$ cat config.mk
export PLATFORM = sky130hd
export DESIGN_NAME = pcsb_ctrl
export DESIGN_NICKNAME = d
export VERILOG_FILES = /design/src/sv/pcsb_pkg.sv /design/src/sv/pcsb_ctrl.sv
export SDC_FILE = /design/constraint.sdc
export NUM_CORES = 1
export LEC_CHECK = 0
export BUFFER_PORTS_ARGS = -buffer_cell sky130_fd_sc_hd__buf_4
export CAP_MARGIN = 20
export CELL_PAD_IN_SITES_DETAIL_PLACEMENT = 0
export CELL_PAD_IN_SITES_GLOBAL_PLACEMENT = 1
export CORE_MARGIN = 4
export CORE_UTILIZATION = 42
export CTS_BUF_LIST = sky130_fd_sc_hd__clkbuf_8
export DETAILED_ROUTE_END_ITERATION = 10
export GPL_TIMING_DRIVEN = 0
export PLACE_DENSITY = 0.85
export SKIP_CTS_REPAIR_TIMING = 1
export SYNTH_ARGS = -nofsm -noshare
export SYNTH_HDL_FRONTEND = slang
export SYNTH_SLANG_ARGS = --single-unit
export TNS_END_PERCENT = 10
$ cat constraint.sdc
create_clock -name clk -period 2.8 [get_ports clk]
set_input_delay 0.56 -clock clk [delete_from_list [all_inputs] [get_ports clk]]
set_output_delay 0.56 -clock clk [all_outputs]
set_load 0.05 [all_outputs]
$ cat src/sv/pcsb_pkg.sv
package pcsb_pkg;

  // Controller states
  typedef enum logic [3:0] {
    ST_CLR,
    ST_IDLE,
    ST_MUL,
    ST_PREP,
    ST_ITER,
    ST_CHK,
    ST_EVAL,
    ST_BDIV,
    ST_RD,
    ST_UPD,
    ST_DONE
  } state_t;

  // Opcodes
  localparam logic [1:0] OP_ACC   = 2'd0;
  localparam logic [1:0] OP_READ  = 2'd1;
  localparam logic [1:0] OP_CLEAR = 2'd2;
  // Unused code: no state change, read/clear style result
  localparam logic [1:0] OP_SPARE = 2'd3;

  // Result status codes
  localparam logic [2:0] STS_UPDATED  = 3'd0;
  localparam logic [2:0] STS_NOTNEAR  = 3'd1;
  localparam logic [2:0] STS_HEIGHT   = 3'd2;
  localparam logic [2:0] STS_RANGE    = 3'd3;
  localparam logic [2:0] STS_ANGLE    = 3'd4;
  localparam logic [2:0] STS_RDCLR    = 3'd5;

  // Register indexes
  localparam logic [2:0] REG_MIN_HEIGHT = 3'd0;
  localparam logic [2:0] REG_MAX_HEIGHT = 3'd1;
  localparam logic [2:0] REG_RANGE_MIN  = 3'd2;
  localparam logic [2:0] REG_RANGE_MAX  = 3'd3;
  localparam logic [2:0] REG_ANGLE_MIN  = 3'd4;
  localparam logic [2:0] REG_ANGLE_MAX  = 3'd5;
  localparam logic [2:0] REG_ANGLE_STEP = 3'd6;
  localparam logic [2:0] REG_FILL_CODE  = 3'd7;

  // pi in Q.16 and Q3.13
  localparam logic signed [20:0] PI_Q16 = 21'sd205887;
  localparam logic signed [15:0] PI_Q13 = 16'sd25736;

  // Last iteration of the CORDIC / divider loops
  localparam logic [4:0] ITER_LAST = 5'd16;
  localparam logic [4:0] SQRT_ITERS = 5'd16;

  // Controller to datapath commands
  typedef struct packed {
    logic       load;
    logic       mul;
    logic       prep;
    logic       step;
    logic       chk;
    logic       eval;
    logic       bstep;
    logic       rd;
    logic       upd;
    logic       clr;
    logic       out_load;
    logic [4:0] iter;
  } cmd_t;

  // Datapath to controller status
  typedef struct packed {
    logic [1:0] op;
    logic       reject;
    logic       past;
  } sts_t;

  // round(atan(2^-i) * 65536)
  function automatic logic [16:0] atan_q16(input logic [4:0] i);
    logic [16:0] v;
    case (i)
      5'd0:  v = 17'd51472;
      5'd1:  v = 17'd30386;
      5'd2:  v = 17'd16055;
      5'd3:  v = 17'd8150;
      5'd4:  v = 17'd4091;
      5'd5:  v = 17'd2047;
      5'd6:  v = 17'd1024;
      5'd7:  v = 17'd512;
      5'd8:  v = 17'd256;
      5'd9:  v = 17'd128;
      5'd10: v = 17'd64;
      5'd11: v = 17'd32;
      5'd12: v = 17'd16;
      5'd13: v = 17'd8;
      5'd14: v = 17'd4;
      5'd15: v = 17'd2;
      5'd16: v = 17'd1;
      default: v = 17'd0;
    endcase
    return v;
  endfunction

endpackage

$ cat src/sv/pcsb_ctrl.sv
module pcsb_ctrl #(
  parameter int NUM_BINS = 512
) (
  input  logic                        clk,
  input  logic                        rst,
  input  logic                        in_valid,
  output logic                        in_ready,
  output logic                        out_valid,
  input  logic                        out_ready,
  input  pcsb_pkg::sts_t              sts,
  output pcsb_pkg::cmd_t              cmd,
  output logic [$clog2(NUM_BINS)-1:0] clr_addr
);
  import pcsb_pkg::*;

  localparam int AW = $clog2(NUM_BINS);

  state_t        state, state_next;
  logic [4:0]    iter, iter_next;
  logic [AW-1:0] cnt, cnt_next;
  logic          boot, boot_next;
  logic          out_valid_next;

  // State and counters
  always_ff @(posedge clk) begin
    if (rst) begin
      state     <= ST_CLR;
      iter      <= '0;
      cnt       <= '0;
      boot      <= 1'b1;
      out_valid <= 1'b0;
    end else begin
      state     <= state_next;
      iter      <= iter_next;
      cnt       <= cnt_next;
      boot      <= boot_next;
      out_valid <= out_valid_next;
    end
  end

  assign clr_addr = cnt;

  // Next state and commands
  always_comb begin
    state_next     = state;
    iter_next      = iter;
    cnt_next       = cnt;
    boot_next      = boot;
    out_valid_next = out_valid && !out_ready;
    in_ready       = 1'b0;
    cmd            = '0;
    cmd.iter       = iter;
    case (state)
      ST_CLR: begin
        cmd.clr  = 1'b1;
        cnt_next = cnt + 1'b1;
        if (cnt == AW'(NUM_BINS - 1)) begin
          cnt_next   = '0;
          boot_next  = 1'b0;
          state_next = boot ? ST_IDLE : ST_DONE;
        end
      end
      ST_IDLE: begin
        in_ready = 1'b1;
        if (in_valid) begin
          cmd.load   = 1'b1;
          state_next = ST_MUL;
        end
      end
      ST_MUL: begin
        cmd.mul    = 1'b1;
        state_next = ST_PREP;
      end
      ST_PREP: begin
        cmd.prep   = 1'b1;
        iter_next  = '0;
        state_next = ST_ITER;
      end
      ST_ITER: begin
        cmd.step  = 1'b1;
        iter_next = iter + 1'b1;
        if (iter == ITER_LAST) begin
          state_next = ST_CHK;
        end
      end
      ST_CHK: begin
        cmd.chk = 1'b1;
        case (sts.op)
          OP_ACC:   state_next = ST_EVAL;
          OP_READ:  state_next = ST_RD;
          OP_CLEAR: begin
            cnt_next   = '0;
            state_next = ST_CLR;
          end
          default:  state_next = ST_DONE;
        endcase
      end
      ST_EVAL: begin
        cmd.eval   = 1'b1;
        iter_next  = '0;
        state_next = sts.reject ? ST_DONE : ST_BDIV;
      end
      ST_BDIV: begin
        cmd.bstep = 1'b1;
        iter_next = iter + 1'b1;
        if (iter == ITER_LAST) begin
          state_next = ST_RD;
        end
      end
      ST_RD: begin
        cmd.rd     = 1'b1;
        state_next = sts.past ? ST_DONE : ST_UPD;
      end
      ST_UPD: begin
        cmd.upd    = 1'b1;
        state_next = ST_DONE;
      end
      ST_DONE: begin
        if (!out_valid || out_ready) begin
          cmd.out_load   = 1'b1;
          out_valid_next = 1'b1;
          state_next     = ST_IDLE;
        end
      end
      default: state_next = ST_IDLE;
    endcase
  end

endmodule

Word-level counts from Yosys, hierarchy flattened
Cells that the tools add are included.
Operators by class
  bitwise operators: 0
  reduce and logical (&&, ||, !) cells: 13
  multipliers: 0
  eq/ne operators: 20
  add/subtract/negate cells: 2
  muxes and demuxes: 30
  order comparisons: 0
  divide/modulo/power cells: 0
  shifts and indexed selects: 0
Operator list (number)
  $pmux 4 s11: 1
  $mux 4: 7
  $mux 9: 2
  $pmux 9 s2: 1
  $eq 4x3->1 const B: 4
  $mux 1: 16
  $eq 4x4->1 const B: 3
  $pmux 4 s3: 1
  $ne 2x2->1 const B: 5
  $pmux 5 s2: 1
  $add 9x1->9 const B: 1
  $eq 9x9->1 const B: 1
  $eq 4x2->1 const B: 2
  $add 5x1->5 const B: 1
  $eq 5x5->1 const B: 1
  $reduce_and 5->1: 1
  $eq 4x1->1 const B: 1
  $logic_not 4->1: 1
  $reduce_and 2->1: 2
  $reduce_bool 2->1: 2
  $reduce_or 2->1: 2
  $eq 2x1->1 const B: 1
  $eq 2x2->1 const B: 1
  $logic_not 1->1: 2
  5 further kinds: 5
Word-level totals
  flip-flop bits (word level): 20
  bits in latches: 0
  logic and storage cells: 70
  bits in read-only memories: 0
  RAM bits: 0
  memories kept: 0

Longest topological paths before layout
  depth after elaboration: 4
  mapped depth: 7
  mapped depth without buffers: 7

Worst setup path after synthesis
Ideal clock, no wire load.
  path type: register to output
  from: reg state[2]
  to: out cmd[15] in the netlist's numbering
  path slack: -0.090 ns
  buffers on the path: 2
  stages on the path, launching flop included: 5
  data arrival time: 2.330 ns
  data required time: 2.240 ns
  path through: dfxtp_1 > buf_2 > clkbuf_1 > nor3_1 > and2_1
RTL lines
  start: declaration: RTL line pcsb_ctrl.sv:18  | state_t state, state_next;
  start signal: assignment: RTL line pcsb_ctrl.sv:33  | state <= state_next;
  end: declaration: RTL line pcsb_ctrl.sv:11  | output pcsb_pkg::cmd_t cmd,

==> reports/results.tsv <==
stage	metric	value	unit
global_route	globalRoute.totalOverflow	0	
global_route	grt_antenna_before_repair	0	
floorplan	ios	35	
sta	finalSetupViolCount	0	
floorplan	rows	19	
logic_synthesis	synth-seq-area-share	0.308	
setup_path	crit_fanout	10	
setup_path	startpoint_type	flip-flop	
sta	fin_ws	0.503	ns
sta	final-max-slew-violation-count	0	
layout	final_nets	220	
worst_hold_path	min_path_type	flip-flop to flip-flop	
sta	whs	0.502	ns
layout	final_cells	234	
setup_path	crit_arrival	1.74	ns
clocking	cts.sinks	20	
global_route	grt_util_met1	0.212	
logic_synthesis	synthesis.nets	181	
global_route	met2_usage	0.293	
power	p_total	556	µW
power	ir_drop	0.000233	V
clocking	clk_pin_slew	0.07	ns
global_route	use_met3	0.0320	
route	wl_per_cell	14.1	µm
layout	synthToLayoutAreaGrowth	27.2	%
layout	layout-drive-gt1-share	0.236	
clocking	clkLatencyLatePin	0.25	ns
route	drc_errors	0	
logic_synthesis	yosysUniqueCellTypes	42	
clocking	root_buffer	clkbuf_8	
job	drv_cap	0	
clocking	cts_tree	yes	
layout	utilization	0.580	
setup_path	crit_type	flip-flop to output pin	
power	cellPowerDensity	336	mW/mm²
floorplan	initial_utilization	0.456	
global_route	top_usage_layer	met2	
route	vias	1317	
logic_synthesis	synth-edff-count	0	
floorplan	die_h	63.7	µm
outcome	outcome	completed	
logic_synthesis	netlist_area	0.00130	mm²
placed_design	dp_hpwl	2.54	mm
sta	tightest_slew	0.533	ns
clocking	htree_levels	1	
placed_design	placed_cell_area	0.00160	mm²
setup_path	critPathRequiredTime	2.24	ns
sta	finalCritPeriodShare	0.821	
route	dr.first_iter.drc_count	49	
global_route	grtUsageTotal	0.166	
layout	design_area	0.00166	mm²
sta	finalCriticalPeriod	2.30	ns
placed_design	portBuffers	34	
global_route	grt_start_max_net_pins	12	
placed_design	dp_cells	230	
sta	max_freq	435	MHz
logic_synthesis	synth.ff_latch_count	20	
global_route	grt_pass1_wl	5.58	mm
sta	slew_headroom	0.645	
clocking	cts_buffer_depth	2	
logic_synthesis	avgSynthCellArea	7.89	µm²
sta	rsz0062_at_grt	false	
floorplan	design.core.area	0.00285	mm²
route	routed_wl	3.30	mm
floorplan	die-area	0.00405	mm²
logic_synthesis	synth_ff_type	dfxtp_1	
route	post_drt_via_cell_ratio	5.63	
clocking	cts-buffers-inserted	3	
logic_synthesis	netlist_instances	165	
global_route	grt_pass1_vias	1225	
sta	finalSetupTns	0	ns
floorplan	die_w	63.7	µm
placed_design	place_ws	0.714	ns
layout	n_antenna_cell	0	
layout	fill_cells	279	
placed_design	gp_congestion	0.814	
power	power.static_leakage	0.696	nW
logic_synthesis	yosys_warnings	0	
sta	hold_viol	0	
logic_synthesis	async_flop_share	0	
route	ant_nets	0	
setup_path	cp-end-kind	output pin	
sta	fin_skew	0.00453	ns
route	first_pass_iters	4	
-- synth_stat cells (2+ instances only) --
cell	instances	area share
nand3_1	7	0.027
a311oi_1	4	0.027
a21oi_1	12	0.046
a211oi_1	2	0.012
a21o_1	3	0.017
nand2b_1	8	0.038
nand2_1	9	0.026
and3_1	2	0.0096
and4_1	2	0.013
o21a_1	2	0.012
ha_1	8	0.077
or3_1	3	0.014
o21ai_0	6	0.023
xor2_1	3	0.020
a31oi_1	3	0.014
inv_1	7	0.020
nor3_1	10	0.038
o211ai_1	3	0.017
a22oi_1	3	0.017
buf_2	2	0.0077
clkbuf_1	6	0.017
dfxtp_1	20	0.31
or4_1	2	0.012
nor2_1	20	0.058
-- report_power, final --
group | switching [mW] | total [mW] | internal, mW
clock network | 0.0905 | 0.215 | 0.125
logic | 0.0287 | 0.0467 | 0.0180
registers | 0.00599 | 0.294 | 0.288
-- worst max-delay path, stage by stage (launching register included) --
cell and delay [ns]:
dfxtp_1 0.38, clkbuf_1 0.35, buf_2 0.28, nand2b_1 0.10
nor3_1 0.15, buf_4 0.23
-- cell usage in the layout, fill, tap and decap left out, types with 2 or more instances in the layout --
cell      Yosys  routed
ha_1          8       8
a211oi_1      2       2
a21oi_1      12      12
a311oi_1      4       4
a22oi_1       3       3
buf_2         2       2
nand2b_1      8       8
clkbuf_8      0       4
xor2_1        3       3
and4_1        2       2
nor2_1       20      20
dfxtp_1      20      20
o21a_1        2       2
nand2_1       9       9
buf_4         0      34
o21ai_0       6       6
nand3_1       7       7
inv_1         7       7
clkbuf_1      6       6
a21o_1        3       3
and3_1        2       2
nor3_1       10       9
or4_1         2       2
or3_1         3       3
o211ai_1      3       3
a31oi_1       3       3
-- final timing paths --
path,slack (ns),to,start,depth (start not counted)
min reg2reg,0.50,clr_addr[5],clr_addr[5],2
max,0.50,cmd[14],state[1],5
max reg2reg,0.70,state[0],clr_addr[0],7
min,0.50,clr_addr[5],clr_addr[5],2
-- flip-flops by register name, indices dropped and copies added (netlist names) --
name	cells
boot	1
state	4
out_valid	1
clr_addr	9
iter	5
-- area by class of cell --
cell class / instances / area, µm² / share of cell area
tap: 31 / 38.8 / 0.0234
buffer: 9 / 43.8 / 0.0265
timing repair buffer: 34 / 255 / 0.154
inverter: 7 / 26.3 / 0.0159
multi-input combinational: 129 / 836 / 0.505
clock buffer: 4 / 55.1 / 0.0333
sequential: 20 / 400 / 0.242
-- routing by layer --
layer	up-vias	wire length (µm)
li1	681	-
met1	608	1530
met2	26	1630
met3	2	122
met4	0	10
met5	-	0
-- cells by family (layout without fill, tap and decap cells) --
| group | count (synthesis) | after routing | share of synthesized area |
|---|---|---|---|
| compound gates | 45 | 45 | 0.237 |
| xor+xnor | 3 | 3 | 0.0202 |
| fa+ha+maj | 8 | 8 | 0.0769 |
| buf+inv | 16 | 54 | 0.0538 |
| flops | 20 | 20 | 0.308 |
| mux | 1 | 1 | 0.00865 |
| simple gates | 72 | 72 | 0.296 |
Power figures use the tool's default switching activity.
